$ cat src/icmp_er_pkg.sv
package icmp_er_pkg;

    localparam int HDR_LEN  = 42;
    localparam int POS_W    = 6;
    localparam logic [POS_W-1:0] LAST_IDX    = POS_W'(HDR_LEN - 1);
    localparam logic [POS_W-1:0] PAYLOAD_POS = POS_W'(HDR_LEN);

    // Header layout, byte offsets from the start of the frame.
    localparam logic [POS_W-1:0] OFS_SRC_MAC    = POS_W'(6);
    localparam logic [POS_W-1:0] OFS_MAC_END    = POS_W'(12);
    localparam logic [POS_W-1:0] OFS_ETYPE_HI   = POS_W'(12);
    localparam logic [POS_W-1:0] OFS_ETYPE_LO   = POS_W'(13);
    localparam logic [POS_W-1:0] OFS_IP_PROTO   = POS_W'(23);
    localparam logic [POS_W-1:0] OFS_SRC_IP     = POS_W'(26);
    localparam logic [POS_W-1:0] OFS_DST_IP     = POS_W'(30);
    localparam logic [POS_W-1:0] OFS_IP_END     = POS_W'(34);
    localparam logic [POS_W-1:0] OFS_ICMP_TYPE  = POS_W'(34);
    localparam logic [POS_W-1:0] OFS_ICMP_CS_HI = POS_W'(36);
    localparam logic [POS_W-1:0] OFS_ICMP_CS_LO = POS_W'(37);
    localparam logic [POS_W-1:0] MAC_LEN        = POS_W'(6);
    localparam logic [POS_W-1:0] IP_ADDR_LEN    = POS_W'(4);

    localparam logic [7:0]  ETYPE_IPV4_HI   = 8'h08;
    localparam logic [7:0]  ETYPE_IPV4_LO   = 8'h00;
    localparam logic [7:0]  IP_PROTO_ICMP   = 8'd1;
    localparam logic [7:0]  ICMP_ECHO_REQ   = 8'd8;
    localparam logic [7:0]  ICMP_ECHO_REPLY = 8'd0;
    localparam logic [15:0] CSUM_ADJ        = 16'h0800;

    // Request passed from the classifier to the transmit side.
    typedef struct packed {
        logic        hdr;   // 1: emit the reply header, data holds the new checksum
        logic [15:0] data;  // payload byte in the low half otherwise
        logic        last;
    } t_cmd;

    // Write port into the header buffer.
    typedef struct packed {
        logic             en;
        logic [POS_W-1:0] addr;
        logic [7:0]       data;
    } t_hdr_wr;

endpackage

$ cat src/icmp_er_fifo.sv
module icmp_er_fifo #(
    parameter int DEPTH = 4,
    parameter int WIDTH = 18
) (
    input  logic             i_clk,
    input  logic             i_rst_n,
    input  logic             i_push,
    input  logic [WIDTH-1:0] i_data,
    input  logic             i_pop,
    output logic [WIDTH-1:0] o_data,
    output logic             o_full,
    output logic             o_valid
);
    localparam int AW = (DEPTH > 1) ? $clog2(DEPTH) : 1;

    logic [WIDTH-1:0] r_mem [DEPTH];
    logic [AW-1:0]    r_wp, r_rp;
    logic [AW:0]      r_cnt;

    function automatic logic [AW-1:0] wrap_inc(input logic [AW-1:0] p);
        return (p == AW'(DEPTH - 1)) ? '0 : p + AW'(1);
    endfunction

    assign o_full  = (r_cnt == (AW+1)'(DEPTH));
    assign o_valid = (r_cnt != '0);
    assign o_data  = r_mem[r_rp];

    always_ff @(posedge i_clk) begin
        if (i_push) begin
            r_mem[r_wp] <= i_data;
        end
    end

    always_ff @(posedge i_clk) begin
        if (!i_rst_n) begin
            r_wp  <= '0;
            r_rp  <= '0;
            r_cnt <= '0;
        end else begin
            if (i_push) begin
                r_wp <= wrap_inc(r_wp);
            end
            if (i_pop) begin
                r_rp <= wrap_inc(r_rp);
            end
            if (i_push && !i_pop) begin
                r_cnt <= r_cnt + (AW+1)'(1);
            end else if (!i_push && i_pop) begin
                r_cnt <= r_cnt - (AW+1)'(1);
            end
        end
    end

    a_no_overflow: assert property (@(posedge i_clk) disable iff (!i_rst_n)
        i_push |-> !o_full)
        else $error("queue written while full");

endmodule

$ cat src/icmp_er_front.sv
module icmp_er_front (
    input  logic                 i_clk,
    input  logic                 i_rst_n,
    input  logic                 i_in_valid,
    output logic                 o_in_ready,
    input  logic [7:0]           i_in_byte,
    input  logic                 i_in_last,
    input  logic                 i_q_full,
    output logic                 o_q_push,
    output icmp_er_pkg::t_cmd    o_q_data,
    output icmp_er_pkg::t_hdr_wr o_hdr_wr,
    input  logic                 i_hdr_done
);
    import icmp_er_pkg::*;

    logic [POS_W-1:0] r_pos, n_pos;
    logic             r_rej, n_rej;
    logic             r_ok, n_ok;
    logic             r_hdr_pend;
    logic [7:0]       r_cs_hi, r_cs_lo;
    logic             accept, in_hdr, chk, push_hdr, push_pay;
    logic [16:0]      sum;
    logic [15:0]      csum;

    assign in_hdr     = (r_pos <= LAST_IDX);
    // The header buffer is busy until the transmit side has read the previous header.
    assign o_in_ready = !(in_hdr && r_hdr_pend) && !((r_pos >= LAST_IDX) && i_q_full);
    assign accept     = i_in_valid && o_in_ready;

    always_comb begin
        unique case (r_pos)
            OFS_ETYPE_HI:  chk = (i_in_byte == ETYPE_IPV4_HI);
            OFS_ETYPE_LO:  chk = (i_in_byte == ETYPE_IPV4_LO);
            OFS_IP_PROTO:  chk = (i_in_byte == IP_PROTO_ICMP);
            OFS_ICMP_TYPE: chk = (i_in_byte == ICMP_ECHO_REQ);
            default:       chk = 1'b1;
        endcase
    end

    // One's-complement add with end-around carry; it cannot carry twice.
    assign sum  = {1'b0, r_cs_hi, r_cs_lo} + {1'b0, CSUM_ADJ};
    assign csum = sum[15:0] + {15'b0, sum[16]};

    assign push_hdr = accept && (r_pos == LAST_IDX) && r_ok;
    assign push_pay = accept && (r_pos == PAYLOAD_POS) && !r_rej;
    assign o_q_push = push_hdr || push_pay;

    always_comb begin
        o_q_data.hdr  = push_hdr;
        o_q_data.data = push_hdr ? csum : {8'b0, i_in_byte};
        o_q_data.last = i_in_last;
    end

    always_comb begin
        o_hdr_wr.en   = accept && in_hdr;
        o_hdr_wr.addr = r_pos;
        o_hdr_wr.data = i_in_byte;
    end

    always_comb begin
        n_pos = r_pos;
        n_rej = r_rej;
        n_ok  = r_ok;
        if (accept) begin
            if (in_hdr) begin
                n_ok = ((r_pos == '0) || r_ok) && chk;
            end
            if (r_pos < LAST_IDX) begin
                n_pos = i_in_last ? '0 : r_pos + POS_W'(1);
            end else if (r_pos == LAST_IDX) begin
                n_pos = i_in_last ? '0 : PAYLOAD_POS;
                n_rej = !i_in_last && !r_ok;
            end else if (i_in_last) begin
                n_pos = '0;
                n_rej = 1'b0;
            end
        end
    end

    always_ff @(posedge i_clk) begin
        if (!i_rst_n) begin
            r_pos      <= '0;
            r_rej      <= 1'b0;
            r_ok       <= 1'b0;
            r_hdr_pend <= 1'b0;
        end else begin
            r_pos      <= n_pos;
            r_rej      <= n_rej;
            r_ok       <= n_ok;
            r_hdr_pend <= (r_hdr_pend || push_hdr) && !i_hdr_done;
        end
    end

    always_ff @(posedge i_clk) begin
        if (accept && (r_pos == OFS_ICMP_CS_HI)) begin
            r_cs_hi <= i_in_byte;
        end
        if (accept && (r_pos == OFS_ICMP_CS_LO)) begin
            r_cs_lo <= i_in_byte;
        end
    end

    a_pos_range: assert property (@(posedge i_clk) disable iff (!i_rst_n)
        r_pos <= PAYLOAD_POS)
        else $error("byte position out of range");

    a_one_header: assert property (@(posedge i_clk) disable iff (!i_rst_n)
        push_hdr |-> !r_hdr_pend)
        else $error("second header request while one is pending");

endmodule

$ cat src/icmp_er_back.sv
module icmp_er_back (
    input  logic                 i_clk,
    input  logic                 i_rst_n,
    input  icmp_er_pkg::t_cmd    i_cmd,
    input  logic                 i_cmd_valid,
    output logic                 o_cmd_pop,
    input  icmp_er_pkg::t_hdr_wr i_hdr_wr,
    output logic                 o_hdr_done,
    output logic                 o_out_valid,
    input  logic                 i_out_ready,
    output logic [7:0]           o_out_byte,
    output logic                 o_out_last
);
    import icmp_er_pkg::*;

    logic [7:0]       r_hdr_mem [HDR_LEN];
    logic [7:0]       r_rd_data;
    logic [POS_W-1:0] r_idx, n_idx;
    logic             r_hdr_act, n_hdr_act;
    logic             r_hdr_last;
    logic [15:0]      r_csum;
    logic             r_ov;
    logic [7:0]       r_ob;
    logic             r_ol;
    logic             load, emit, e_last;
    logic [7:0]       e_byte, hdr_byte;

    // Source byte of the received header for each byte of the reply.
    function automatic logic [POS_W-1:0] src_of(input logic [POS_W-1:0] i);
        logic [POS_W-1:0] s;
        s = i;
        if (i < OFS_SRC_MAC) begin
            s = i + MAC_LEN;
        end else if (i < OFS_MAC_END) begin
            s = i - MAC_LEN;
        end else if ((i >= OFS_SRC_IP) && (i < OFS_DST_IP)) begin
            s = i + IP_ADDR_LEN;
        end else if ((i >= OFS_DST_IP) && (i < OFS_IP_END)) begin
            s = i - IP_ADDR_LEN;
        end
        return s;
    endfunction

    always_ff @(posedge i_clk) begin
        if (i_hdr_wr.en) begin
            r_hdr_mem[i_hdr_wr.addr] <= i_hdr_wr.data;
        end
        r_rd_data <= r_hdr_mem[src_of(n_idx)];
    end

    assign load = !r_ov || i_out_ready;

    always_comb begin
        unique case (r_idx)
            OFS_ICMP_TYPE:  hdr_byte = ICMP_ECHO_REPLY;
            OFS_ICMP_CS_HI: hdr_byte = r_csum[15:8];
            OFS_ICMP_CS_LO: hdr_byte = r_csum[7:0];
            default:        hdr_byte = r_rd_data;
        endcase
    end

    always_comb begin
        n_idx      = r_idx;
        n_hdr_act  = r_hdr_act;
        o_cmd_pop  = 1'b0;
        o_hdr_done = 1'b0;
        emit       = 1'b0;
        e_byte     = i_cmd.data[7:0];
        e_last     = i_cmd.last;
        if (r_hdr_act) begin
            e_byte = hdr_byte;
            e_last = (r_idx == LAST_IDX) && r_hdr_last;
            if (load) begin
                emit = 1'b1;
                if (r_idx == LAST_IDX) begin
                    n_hdr_act  = 1'b0;
                    o_hdr_done = 1'b1;
                end else begin
                    n_idx = r_idx + POS_W'(1);
                end
            end
        end else if (i_cmd_valid && (i_cmd.hdr || load)) begin
            o_cmd_pop = 1'b1;
            if (i_cmd.hdr) begin
                n_hdr_act = 1'b1;
                n_idx     = '0;
            end else begin
                emit = 1'b1;
            end
        end
    end

    always_ff @(posedge i_clk) begin
        if (!i_rst_n) begin
            r_idx     <= '0;
            r_hdr_act <= 1'b0;
            r_ov      <= 1'b0;
        end else begin
            r_idx     <= n_idx;
            r_hdr_act <= n_hdr_act;
            if (emit) begin
                r_ov <= 1'b1;
            end else if (i_out_ready) begin
                r_ov <= 1'b0;
            end
        end
    end

    always_ff @(posedge i_clk) begin
        if (emit) begin
            r_ob <= e_byte;
            r_ol <= e_last;
        end
        if (o_cmd_pop && i_cmd.hdr) begin
            r_csum     <= i_cmd.data;
            r_hdr_last <= i_cmd.last;
        end
    end

    assign o_out_valid = r_ov;
    assign o_out_byte  = r_ob;
    assign o_out_last  = r_ol;

    a_idx_range: assert property (@(posedge i_clk) disable iff (!i_rst_n)
        r_hdr_act |-> (r_idx <= LAST_IDX))
        else $error("header index out of range");

    a_done_ends: assert property (@(posedge i_clk) disable iff (!i_rst_n)
        o_hdr_done |=> (!r_hdr_act && r_ov))
        else $error("header burst did not end after its final byte");

endmodule

$ cat src/icmp_echo_responder.sv
// ICMP echo responder for IPv4 over Ethernet.
//
// The input channel (i_in_valid / o_in_ready) carries a received frame one byte
// per request, with i_in_last on the final byte. The output channel
// (o_out_valid / i_out_ready) carries the echo reply the same way.
// A classifier buffers the 42 header bytes in a header RAM and checks the
// ethertype, IP protocol and ICMP type on the fly. At byte 41 of a matching
// frame it queues a header request carrying the repaired ICMP checksum; later
// bytes are queued as payload requests. Non-matching and short frames are
// consumed without output.
// The transmit side plays back the header from the RAM with MACs and IPs
// swapped, then passes payload through, one byte per cycle while the receiver
// is ready, through an output register. The reply header starts once its
// header request has passed through the queue, and the next frame's header
// bytes wait until the previous reply header has been read out of the RAM.
// When the receiver stalls, the queue fills and then input stalls too.
// Reset (synchronous, active low) empties the queue and the output register
// and readies the block for the first byte of a new frame.
module icmp_echo_responder #(
    parameter int QUEUE_DEPTH = 4
) (
    input  logic       i_clk,
    input  logic       i_rst_n,
    input  logic       i_in_valid,
    output logic       o_in_ready,
    input  logic [7:0] i_in_byte,
    input  logic       i_in_last,
    output logic       o_out_valid,
    input  logic       i_out_ready,
    output logic [7:0] o_out_byte,
    output logic       o_out_last
);
    import icmp_er_pkg::*;

    localparam int CMD_W = $bits(t_cmd);

    logic    q_push, q_full, q_valid, q_pop, hdr_done;
    t_cmd    q_wdata, q_rdata;
    t_hdr_wr hdr_wr;

    // Classifier: header capture, frame checks, request generation.
    icmp_er_front u_front (
        .i_clk      (i_clk),
        .i_rst_n    (i_rst_n),
        .i_in_valid (i_in_valid),
        .o_in_ready (o_in_ready),
        .i_in_byte  (i_in_byte),
        .i_in_last  (i_in_last),
        .i_q_full   (q_full),
        .o_q_push   (q_push),
        .o_q_data   (q_wdata),
        .o_hdr_wr   (hdr_wr),
        .i_hdr_done (hdr_done)
    );

    // Request queue between the classifier and the transmit side.
    icmp_er_fifo #(
        .DEPTH (QUEUE_DEPTH),
        .WIDTH (CMD_W)
    ) u_queue (
        .i_clk   (i_clk),
        .i_rst_n (i_rst_n),
        .i_push  (q_push),
        .i_data  (q_wdata),
        .i_pop   (q_pop),
        .o_data  (q_rdata),
        .o_full  (q_full),
        .o_valid (q_valid)
    );

    // Transmit side: header RAM playback, payload pass-through, output register.
    icmp_er_back u_back (
        .i_clk       (i_clk),
        .i_rst_n     (i_rst_n),
        .i_cmd       (q_rdata),
        .i_cmd_valid (q_valid),
        .o_cmd_pop   (q_pop),
        .i_hdr_wr    (hdr_wr),
        .o_hdr_done  (hdr_done),
        .o_out_valid (o_out_valid),
        .i_out_ready (i_out_ready),
        .o_out_byte  (o_out_byte),
        .o_out_last  (o_out_last)
    );

endmodule

$ cat config.mk
export PLATFORM = sky130hd
export DESIGN_NAME = icmp_echo_responder
export DESIGN_NICKNAME = d
export VERILOG_FILES = /design/src/icmp_er_pkg.sv /design/src/icmp_er_fifo.sv /design/src/icmp_er_front.sv /design/src/icmp_er_back.sv /design/src/icmp_echo_responder.sv
export SDC_FILE = /design/constraint.sdc
export NUM_CORES = 1
export LEC_CHECK = 0
export ABC_AREA = 1
export BUFFER_PORTS_ARGS = -buffer_cell sky130_fd_sc_hd__buf_2
export CAP_MARGIN = 15
export CORE_MARGIN = 2
export CORE_UTILIZATION = 55
export DETAILED_ROUTE_END_ITERATION = 12
export MAX_ROUTING_LAYER = met4
export PLACE_DENSITY_LB_ADDON = 0.3
export SLEW_MARGIN = 20
export SYNTH_ARGS = -nofsm -noshare
export SYNTH_HDL_FRONTEND = slang
export SYNTH_SLANG_ARGS = --single-unit
$ cat constraint.sdc
create_clock -name i_clk -period 5.7 [get_ports i_clk]
set_input_delay 0.285 -clock i_clk [delete_from_list [all_inputs] [get_ports i_clk]]
set_output_delay 0.285 -clock i_clk [all_outputs]
set_load 0.01 [all_outputs]
==> flow_summary_export.csv, run 1 <==
group,metric,value,unit
timing,setup-tns-final,0,ps
cts,cts_max_path_buffers,3,
final_layout,final_nets,1943,
cts,ctsHtreeMaxLevel,2,
logic_synthesis,synth_nets,1931,
final_layout,multi_input_comb_area,6125,um2
final_layout,n_antenna_cell,0,
power,p_leak,8.607,nW
logic_synthesis,netlist_instances,1891,
worst_setup_path,cp-start-kind,"register",
power,power.density,467.8,nW/um2
die,dieHeight,200.1,um
logic_synthesis,synth-seq-area-share,67.14,%
logic_synthesis,post-synth-top-area-cell,"edfxtp_1",
cts,cts_tree,"done",
worst_setup_path,crit_type,"reg -> reg",
worst_setup_path,crit_path_cell_trace,"inv_2, nand3_2, nand2_1, inv_1, nand2_2, nand2_2, inv_1, ha_1, inv_1, nand2_2, nand2_4, nand2_4, nand2_4, buf_4, nand2_1, nand2_1, inv_1, nand3_1, nand3_1, nand3_1, nand3_1, nand2_1",
cts,post_cts_buffers,0,
place,port_buffers,23,
logic_synthesis,synth_area,21140,um2
grt,grt_pass1_vias,13033,
logic_synthesis,muxShareOfSynthArea,1.894,%
place,gp_congestion,0.9293,
logic_synthesis,synth_fa_ha_area_share,1.633,%
hold_path,worstHoldPathType,"in -> reg",
final_layout,mostFrequentLayoutCell,"nand2_1",
worst_setup_path,reg2reg_to,"u_back.r_rd_data[0]",
worst_setup_path,worst-path-buf-inv,6,
die,io_pins,24,
die,fp.coreArea,37760,um2
logic_synthesis,synth_xor_area_share,0.5800,%
detailed_routing,firstDrtPassIters,6,
timing,finalSetupViolations,0,
logic_synthesis,synth_top_cell_area_share,63.92,%
logic_synthesis,synth_seq_cells,484,
cts,ctsResizeCount,0,
timing,skew,37.16,ps
final_layout,area_growth,10.04,%
timing,hold_viol,0,
worst_setup_path,crit_path_end_kind,"register",
hold_path,min_to,"u_back.o_out_valid",
worst_setup_path,slowest_stage,"dfxtp_1",
timing,clock.fmax,215.1,MHz
detailed_routing,ant_nets,0,
logic_synthesis,synth_top_family_by_area,"simple AND/OR/NAND/NOR gates",
detailed_routing,routedWlPerCell,19.72,um
worst_setup_path,path_max_fanout,85,
final_layout,ff_latch_area,14190,um2
timing,tightest_slew,1024,ps
power,p_int,0.007059,W
cts,root_buffer,"clkbuf_16",
worst_setup_path,arrival,5150,ps
hold_path,whs_path_depth,3,
grt,gr-total-overflow,0,
cts,cts_made_buffers,49,
outcome,status,"completed",
die,die_area,40020,um2
logic_synthesis,yosys_warnings,0,
detailed_routing,vias,13970,
final_layout,fillCellCount,2950,
worst_setup_path,cpPeakStageDelay,740,ps
timing,drv_slew,0,
power,vdd_drop_max,0.3091,mV
timing,rsz0062_at_grt,"false",
cts,holdBufCountCts,0,
cts,clock-sinks,484,
power,p_seq_share,39.1,%
worst_setup_path,cp_top_family,"simple AND/OR/NAND/NOR gates",
grt,grt_max_degree,94,
place,hpwl,30230,um
grt,antenna_found_initial,0,
logic_synthesis,yosys-top-cells-area,"edfxtp_1 (64%), nand2_1 (8.7%), nand3_1 (3.5%), dfxtp_1 (3.2%), nor2_1 (3.0%)",
worst_setup_path,cp.required,6200,ps
logic_synthesis,synth-edff-count,450,
power,clock_power_share,29.7,%
detailed_routing,drc_errors,0,
job,cap_violations,0,
timing,min_period_over_period,81.55,%
cts,clock_latency,590,ps
logic_synthesis,avgSynthCellArea,11.18,um2
detailed_routing,drt-total-wl,48360,um
detailed_routing,first_iter_violations,1389,
logic_synthesis,synth-compound-area-share,6.670,%
logic_synthesis,synthFlopType,"edfxtp_1",
timing,min_period,4648,ps
worst_setup_path,r2r_slack,1050,ps
grt,grt_pass1_wl,74340,um
power,combPwrFrac,31.2,%
final_layout,drive_above_1_share,10.05,%
hold_path,hold_start,"i_rst_n",
grt,grt_usage,25.45,%
power,p_sw_share,35.14,%
detailed_routing,vias_per_cell,5.697,
power,switching_power,0.003824,W
die,initial_utilization,56.00,%
timing,slew_headroom,31.20,%
final_layout,final_core_util,61.62,%
logic_synthesis,synth-async-reset-ratio,0,%
final_layout,layout_common_cells,"nand2_1 (492), edfxtp_1 (450), nor2_1 (168), nand3_1 (149), o21ai_0 (104)",
logic_synthesis,synth-simple-area-share,18.04,%
worst_setup_path,rr_worst_depth,22,
die,die_x,200.1,um
logic_synthesis,synthDistinctLibCells,53,
die,row_count,71,
cts,cts.clk_slew.worst_paths,60,ps
## cells in the mapped netlist (16+ instances only)
| library cell | n |
|---|---|
| buf_2 | 33 |
| nand2_1 | 492 |
| nor2_1 | 168 |
| mux2i_1 | 40 |
| inv_1 | 92 |
| o22ai_1 | 17 |
| a31oi_1 | 20 |
| o21ai_0 | 104 |
| nand3_1 | 149 |
| a21oi_1 | 23 |
| edfxtp_1 | 450 |
| ha_1 | 26 |
| clkbuf_1 | 29 |
| or2_2 | 24 |
| dfxtp_1 | 34 |
| o211ai_1 | 16 |
| o21ai_1 | 49 |
## kinds of logic (layout without fill, tap and decap cells)
family | Yosys count | after routing
and+or+nand+nor | 890 | 890
DFF | 484 | 484
AOI/OAI and AO/OA | 248 | 248
buffers and inverters | 188 | 238
muxes | 40 | 40
adders and majority gates | 27 | 27
xor gates and xnor gates | 14 | 14
## flip-flops by register name (all words and copies together) (netlist names), named ones only
name,count
u_queue.r_cnt,3
u_back.r_rd_data,8
u_back.r_hdr_last,1
u_front.r_rej,1
u_back.o_out_last,1
u_back.r_idx,6
u_back.r_hdr_act,1
u_back.o_out_byte,8
u_queue.r_wp,2
u_front.r_ok,1
u_front.r_cs_hi,8
u_queue.r_mem,72
u_front.r_pos,6
u_front.r_hdr_pend,1
u_queue.r_rp,2
u_front.r_cs_lo,8
u_back.r_csum,16
u_back.o_out_valid,1
u_back.r_hdr_mem,336
## final cells by class
type                    count  area share (%)
well taps                 511           2.748
repair buffers             47           1.269
flip-flops and latches    484           61.01
clock buffers              53           5.426
clock inverters            36           1.549
inverters                 102           1.673
multi-input cells        1219           26.33
## worst max path at each step
stage | to | slack, ps | cells after the start
after detailed placement | u_back.r_rd_data[0] | 1190 | 22
after global placement | u_back.r_rd_data[0] | 1300 | 22
after global routing | u_back.r_rd_data[3] | 690 | 23
final | u_back.r_rd_data[0] | 1050 | 22
after CTS | u_back.r_rd_data[0] | 1150 | 22
after floorplan | u_queue.r_mem[0][0] | 2730 | 13
## worst reg2reg max path, cell delays in order (launching register included)
cell     delay [ps]
dfxtp_1         740
inv_2           310
nand3_2         190
nand2_1          90
inv_1            80
nand2_2          70
nand2_2         210
inv_1           130
ha_1            230
inv_1           110
nand2_2         150
nand2_4         130
nand2_4         150
nand2_4         660
buf_4           590
nand2_1         100
nand2_1          80
inv_1            40
nand3_1          70
nand3_1         100
nand3_1         110
nand3_1         120
nand2_1         100
## per-stage QoR
step                      instance area, um2  hold WS, ps  worst slack, ps  power, W  std cells
after floorplan                        21140        383.9             2727  0.006750       1891
after global placement                 21620        447.1             1304  0.007638       2363
after detailed placement               21630        470.0             1190  0.007701       2363
after CTS                              23250        26.58             1146   0.01090       2452
after global routing                   23260        47.63            687.2   0.01148       2452
final                                  23260        56.05             1052   0.01088       2452
## power groups by stage
stage	Combinational, W	Clock (W)	Sequential (W)
after floorplan	0.00249	0	0.00426
after global placement	0.00331	0	0.00433
after detailed placement	0.00337	0	0.00433
after CTS	0.00338	0.00326	0.00426
after global routing	0.00379	0.00341	0.00428
final	0.00340	0.00323	0.00426
## metal layers
layer  wire, um  up-vias  track usage (%)  part of all wire [%]
met1      20590     6763            35.41                    43
met3       3599       74            3.562                   7.4
li1           -     6610                -                     -
met2      23030      523            39.44                    48
met4       1146        0            7.627                   2.4
met5          0        -                -                     0
Power figures use the tool's default switching activity.
==> run 2: changes to the inputs <==
==> constraint.sdc (replaced) <==
create_clock -name i_clk -period 4.07 [get_ports i_clk]
set_input_delay 0.2035 -clock i_clk [delete_from_list [all_inputs] [get_ports i_clk]]
set_output_delay 0.2035 -clock i_clk [all_outputs]
set_load 0.01 [all_outputs]
==> run 2 against run 1 <==
Net effect:
- worst hold slack better by 66 ps
- clock power is 42% higher
- critical path type unchanged
- final cell count is 1.3% higher
- core utilization is 0.87 points higher
- final area is 1.4% higher
- global-route usage is 0.94 points higher
- clock-buffer cell count is 7 higher
- clock skew is 18 ps lower
- die area stayed put
- combinational power is 48% higher
- largest power group unchanged
==> flow_summary_export.csv, run 2 (same netlist as run 1, synthesis figures left out) <==
group,metric,value,unit
final_layout,regMostFlops,"u_back.r_hdr_mem",
cts,clock-sinks,484,
final_layout,area_growth,11.59,%
detailed_routing,ant_nets,0,
detailed_routing,drt-total-wl,50070,um
hold_path,worstHoldPathType,"in -> reg",
power,vdd_drop_max,0.4323,mV
die,initial_utilization,56.00,%
outcome,status,"completed",
power,p_int,0.01002,W
detailed_routing,firstDrtPassIters,5,
place,gp_congestion,0.9021,
final_layout,final_nets,1973,
worst_setup_path,crit_type,"reg -> reg",
final_layout,layout_common_cells,"nand2_1 (492), edfxtp_1 (450), nor2_1 (168), nand3_1 (149), o21ai_0 (103)",
timing,skew,18.78,ps
final_layout,final_core_util,62.49,%
grt,grt_pass1_wl,76220,um
power,p_sw_share,35.51,%
final_layout,drive_above_1_share,11.52,%
cts,cts.clk_slew.worst_paths,60,ps
timing,clock.fmax,257.1,MHz
power,p_seq_share,38.1,%
place,hpwl,32020,um
worst_setup_path,cp-start-kind,"register",
cts,cts_tree,"done",
worst_setup_path,path_max_fanout,8,
final_layout,fillCellCount,2898,
detailed_routing,vias_per_cell,5.665,
cts,cts_made_buffers,49,
detailed_routing,routedWlPerCell,20.16,um
final_layout,mostFrequentLayoutCell,"nand2_1",
power,clock_power_share,29.6,%
die,die_x,200.1,um
timing,hold_viol,0,
timing,tightest_slew,1000,ps
die,row_count,71,
worst_setup_path,cp.required,4280,ps
worst_setup_path,arrival,4100,ps
grt,grt_usage,26.39,%
power,p_leak,8.788,nW
detailed_routing,first_iter_violations,1366,
cts,clock_latency,600,ps
job,cap_violations,0,
die,fp.coreArea,37760,um2
power,combPwrFrac,32.3,%
cts,root_buffer,"clkbuf_16",
final_layout,fin_area,23590,um2
power,power.density,658.3,nW/um2
grt,antenna_found_initial,1,
die,die_area,40020,um2
timing,min_period_over_period,95.58,%
timing,slew_headroom,32.88,%
place,port_buffers,23,
grt,grt_pass1_vias,13315,
timing,drv_slew,0,
final_layout,reg_top3,"u_back.r_hdr_mem (336), u_queue.r_mem (72), u_back.r_csum (16)",
timing,finalSetupViolations,0,
cts,post_cts_buffers,0,
cts,cts_max_path_buffers,3,
die,dieHeight,200.1,um
grt,grt_max_degree,73,
timing,min_period,3890,ps
detailed_routing,vias,14065,
timing,hold_ws,122.2,ps
final_layout,largest_reg_flops,336,
grt,gr-total-overflow,0,
power,fin_total_pwr,0.01553,W
worst_setup_path,crit_path_end_kind,"register",
cts,ctsHtreeMaxLevel,2,
power,switching_power,0.005515,W
place,dpl-instance-area,21890,um2
die,io_pins,24,
detailed_routing,drc_errors,0,
## run 2: changes by cell type in the layout (fill, tap and decap cells not counted), moves of 2 or more
cell / before / now
clkinvlp_4: 3 / 8
buf_4: 24 / 44
clkinv_1: 16 / 5
clkinv_2: 11 / 9
buf_12: 0 / 5
clkbuf_1: 3 / 8
buf_6: 0 / 2
dlygate4sd3_1: 0 / 2
clkbuf_8: 0 / 3
## run 2: final timing paths
path,start,end,slack (ps),cells after the start
worst min-delay path,i_in_byte[4],u_front.r_cs_lo[4],120,1
worst max register to register,u_front.r_pos[1],u_back.r_hdr_mem[36][2],180,13
worst min register to register,u_front.r_rej,u_front.r_rej,480,2
worst max-delay path,u_front.r_pos[1],u_back.r_hdr_mem[36][2],180,13
## run 2: stage by stage
stage	setup slack, ps	setup TNS (ps)	std cells
5_1_grt	-21.30	-48.26	2483
2_1_floorplan	1097	0	1891
4_1_cts	224.2	0	2481
3_5_place_dp	263.8	0	2390
6_report	180.1	0	2483
3_3_place_gp	236.6	0	2390
## run 2: final cells by class
cell class / count / area [um2] / share of cell area, %
Sequential cell: 484 / 14190 / 60.16
Multi-Input combinational cell: 1220 / 6123 / 25.95
Clock buffer: 60 / 1297 / 5.500
Tap cell: 511 / 639.4 / 2.710
Timing Repair Buffer: 76 / 588.1 / 2.493
Inverter: 102 / 389.1 / 1.649
Clock inverter: 29 / 359.1 / 1.522
Antenna cell: 1 / 2.502 / 0.01061
## run 2: critical path, stage by stage (launching register included)
cell     delay (ps)
dfxtp_1         450
inv_1           190
ha_1            240
o21ai_2         270
inv_1            70
nor2_1           90
inv_1            70
nand2_1          50
nand2_1          80
nor2_2          230
nand2_1         190
nor2_1          240
nand3_1         510
nor2_1          820
## run 2: per-layer routing
layer	GRT usage, %	vias up	wire length [um]
met5	-	-	0
li1	-	6668	-
met2	40.41	577	23000
met1	35.28	6708	21190
met3	4.335	112	3846
met4	11.28	0	2029
## run 2: power by group through the flow
| stage | Combinational [W] | Clock (W) | Sequential, W |
|---|---|---|---|
| finish | 0.00502 | 0.00460 | 0.00591 |
| global placement | 0.00489 | 0 | 0.00601 |
| floorplan | 0.00349 | 0 | 0.00596 |
| global route | 0.00555 | 0.00485 | 0.00593 |
| CTS | 0.00497 | 0.00466 | 0.00591 |
| detailed placement | 0.00494 | 0 | 0.00601 |
## run 2: what timing repair did
action,in CTS,in global routing
hold endpoints to repair,15,0
hold buffers,2,0
endpoints found under the setup margin,0,7
gates resized for setup,0,4
==> run 3: changes to the inputs <==
--- a/config.mk
+++ b/config.mk
@@ -8,11 +8,12 @@
 export ABC_AREA = 1
 export BUFFER_PORTS_ARGS = -buffer_cell sky130_fd_sc_hd__buf_2
 export CAP_MARGIN = 15
-export CORE_MARGIN = 2
+export CORE_MARGIN = 4
 export CORE_UTILIZATION = 55
 export DETAILED_ROUTE_END_ITERATION = 12
 export MAX_ROUTING_LAYER = met4
 export PLACE_DENSITY_LB_ADDON = 0.3
+export SETUP_SLACK_MARGIN = 0.15
 export SLEW_MARGIN = 20
 export SYNTH_ARGS = -nofsm -noshare
 export SYNTH_HDL_FRONTEND = slang
==> run 3 against run 2 <==
Net effect:
- global-route usage shrank 1.6 points
- non-clock buffer count is 2 lower
- clock skew rose by 4.4 ps
- flip-flop and latch count is the same
- clock power decreased by 2%
- register-to-register slack improved by 80 ps
- first-iteration DRC count up 5.1%
- final area shrank 0.16%
- maximum frequency grew 2.0%
- via count rose by 0.65%
- sequential share of layout area grew 0.096 points
==> flow_summary_export.csv, run 3 (same netlist as run 1, synthesis figures left out) <==
group,metric,value,unit
place,hpwl,32550,um
die,row_count,71,
power,vdd_drop_max,0.4357,mV
place,gp_congestion,0.9527,
grt,grt_usage,24.77,%
grt,grt_max_degree,73,
die,initial_utilization,56.00,%
detailed_routing,drc_errors,0,
timing,finalSetupViolations,0,
worst_setup_path,rr_worst_depth,14,
timing,tightest_slew,1028,ps
detailed_routing,drt-total-wl,50430,um
worst_setup_path,r2r-start,"u_front.r_pos[3]",
worst_setup_path,worst_path_most_repeated_cell,"nand2_1",
worst_setup_path,crit_path_cell_trace,"inv_2, nor2_1, nand2_1, o21ai_2, inv_1, nor2_1, inv_1, nand2_1, nand2_1, nor2_2, nand2_1, inv_1, nand4_1, nor2_1",
detailed_routing,ant_nets,0,
power,p_int,0.009913,W
worst_setup_path,slowest_stage,"nor2_1",
cts,ctsHtreeMaxLevel,2,
worst_setup_path,crit_type,"reg -> reg",
worst_setup_path,cp.required,4270,ps
timing,min_period_over_period,93.71,%
job,cap_violations,0,
worst_setup_path,reg2reg_to,"u_back.r_hdr_mem[37][5]",
final_layout,layout_common_cells,"nand2_1 (492), edfxtp_1 (450), nor2_1 (159), nand3_1 (149), o21ai_0 (104)",
final_layout,drive_above_1_share,11.52,%
detailed_routing,vias_per_cell,5.706,
timing,rsz0062_at_grt,"true",
detailed_routing,routedWlPerCell,20.33,um
worst_setup_path,crit_path_end_kind,"register",
final_layout,area_growth,11.42,%
die,fp.coreArea,37760,um2
power,clock_power_share,29.4,%
grt,antenna_found_initial,0,
cts,root_buffer,"clkbuf_16",
hold_path,worstHoldPathType,"in -> reg",
cts,cts_max_path_buffers,3,
cts,cts.clk_slew.worst_paths,60,ps
cts,cts_made_buffers,51,
timing,setup-tns-final,0,ps
power,combPwrFrac,32.2,%
final_layout,mostFrequentLayoutCell,"nand2_1",
power,power.density,651.0,nW/um2
worst_setup_path,cp-start-kind,"register",
detailed_routing,firstDrtPassIters,8,
detailed_routing,first_iter_violations,1436,
power,p_seq_share,38.5,%
die,dieHeight,204.1,um
worst_setup_path,arrival,4020,ps
timing,hold_ws,48.21,ps
final_layout,regMostFlops,"u_back.r_hdr_mem",
grt,grt_pass1_wl,77250,um
cts,cts_tree,"done",
timing,skew,23.14,ps
die,die_area,41640,um2
power,p_leak,8.768,nW
final_layout,fillCellCount,2882,
worst_setup_path,crit_start,"u_front.r_pos[3]",
final_layout,n_antenna_cell,0,
final_layout,reg_top3,"u_back.r_hdr_mem (336), u_queue.r_mem (72), u_back.r_csum (16)",
timing,min_period,3814,ps
die,die_x,204.1,um
power,switching_power,0.005422,W
detailed_routing,vias,14157,
worst_setup_path,cp_top_family,"simple AND/OR/NAND/NOR gates",
worst_setup_path,crit_end,"u_back.r_hdr_mem[37][5]",
place,port_buffers,23,
worst_setup_path,cp.depth,14,
timing,clock.fmax,262.2,MHz
worst_setup_path,worst-path-buf-inv,4,
power,p_sw_share,35.36,%
worst_setup_path,path_max_fanout,8,
grt,grt_pass1_vias,13519,
timing,hold_viol,0,
outcome,status,"completed",
final_layout,largest_reg_flops,336,
grt,gr-total-overflow,0,
worst_setup_path,cpPeakStageDelay,750,ps
timing,drv_slew,0,
worst_setup_path,r2r_slack,260,ps
cts,clock_latency,590,ps
die,io_pins,24,
timing,slew_headroom,31.00,%
cts,clock-sinks,484,
final_layout,final_nets,1972,
-- run 3: changes by cell type in the layout (fill, tap and decap cells not counted), sizes merged --
cell	change
a21oi	-1
diode	-1
clkinv	+4
inv	-2
clkinvlp	-5
clkbuf	+9
bufinv	-4
buf	-2
-- run 3: area by class of cell --
type	count	area, um2	share of cell area, %
Sequential cell	484	14190	60.26
Multi-Input combinational cell	1219	6156	26.13
Clock buffer	69	1426	6.055
Tap cell	511	639.4	2.714
Timing Repair Buffer	74	544.3	2.311
Inverter	102	389.1	1.652
Clock inverter	22	206.4	0.8764
-- run 3: layer usage --
metal	GRT usage (%)	share of wire, %
met5	-	0
met4	8.184	3.0
met3	5.094	8.5
met1	33.30	42
met2	38.45	47
-- run 3: power by group through the flow --
stage / Clock, W / Sequential, W / Combinational, W
after global placement: 0 / 0.00600 / 0.00480
after CTS: 0.00455 / 0.00589 / 0.00488
final: 0.00450 / 0.00590 / 0.00493
after detailed placement: 0 / 0.00600 / 0.00485
after global routing: 0.00478 / 0.00591 / 0.00546
after floorplan: 0 / 0.00596 / 0.00349
-- run 3: timing repair --
item | 4_1_cts | 5_1_grt
resized for setup | 0 | 14
hold buffers | 2 | 0
endpoints found under the setup margin | 0 | 168
endpoints found under the hold margin | 13 | 0
setup buffers | 0 | 0
-- run 3: stage by stage --
step / setup slack [ps] / instances / util (%) / power, W / area [um2]
final: 256.2 / 2481 / 62.39 / 0.01534 / 23560
after global routing: 19.03 / 2481 / 62.39 / 0.01616 / 23560
after CTS: 243.5 / 2481 / 62.25 / 0.01533 / 23500
after detailed placement: 285.1 / 2388 / 57.87 / 0.01084 / 21850
after global placement: 310.2 / 2388 / 57.87 / 0.01080 / 21850
after floorplan: 1097 / 1891 / - / 0.009453 / 21140
-- run 3: worst min-delay path by stage --
stage,slack [ps],from,end,cells after the start
finish,50,i_in_byte[4],u_back.r_hdr_mem[25][4],1
global route,40,i_in_byte[4],u_front.r_cs_hi[4],1
CTS,30,i_in_byte[7],u_back.r_hdr_mem[7][7],1
detailed placement,470,u_front.r_hdr_pend,u_front.r_hdr_pend,2
global placement,450,u_front.r_rej,u_front.r_rej,2
floorplan,300,i_in_byte[0],u_back.r_hdr_mem[0][0],0
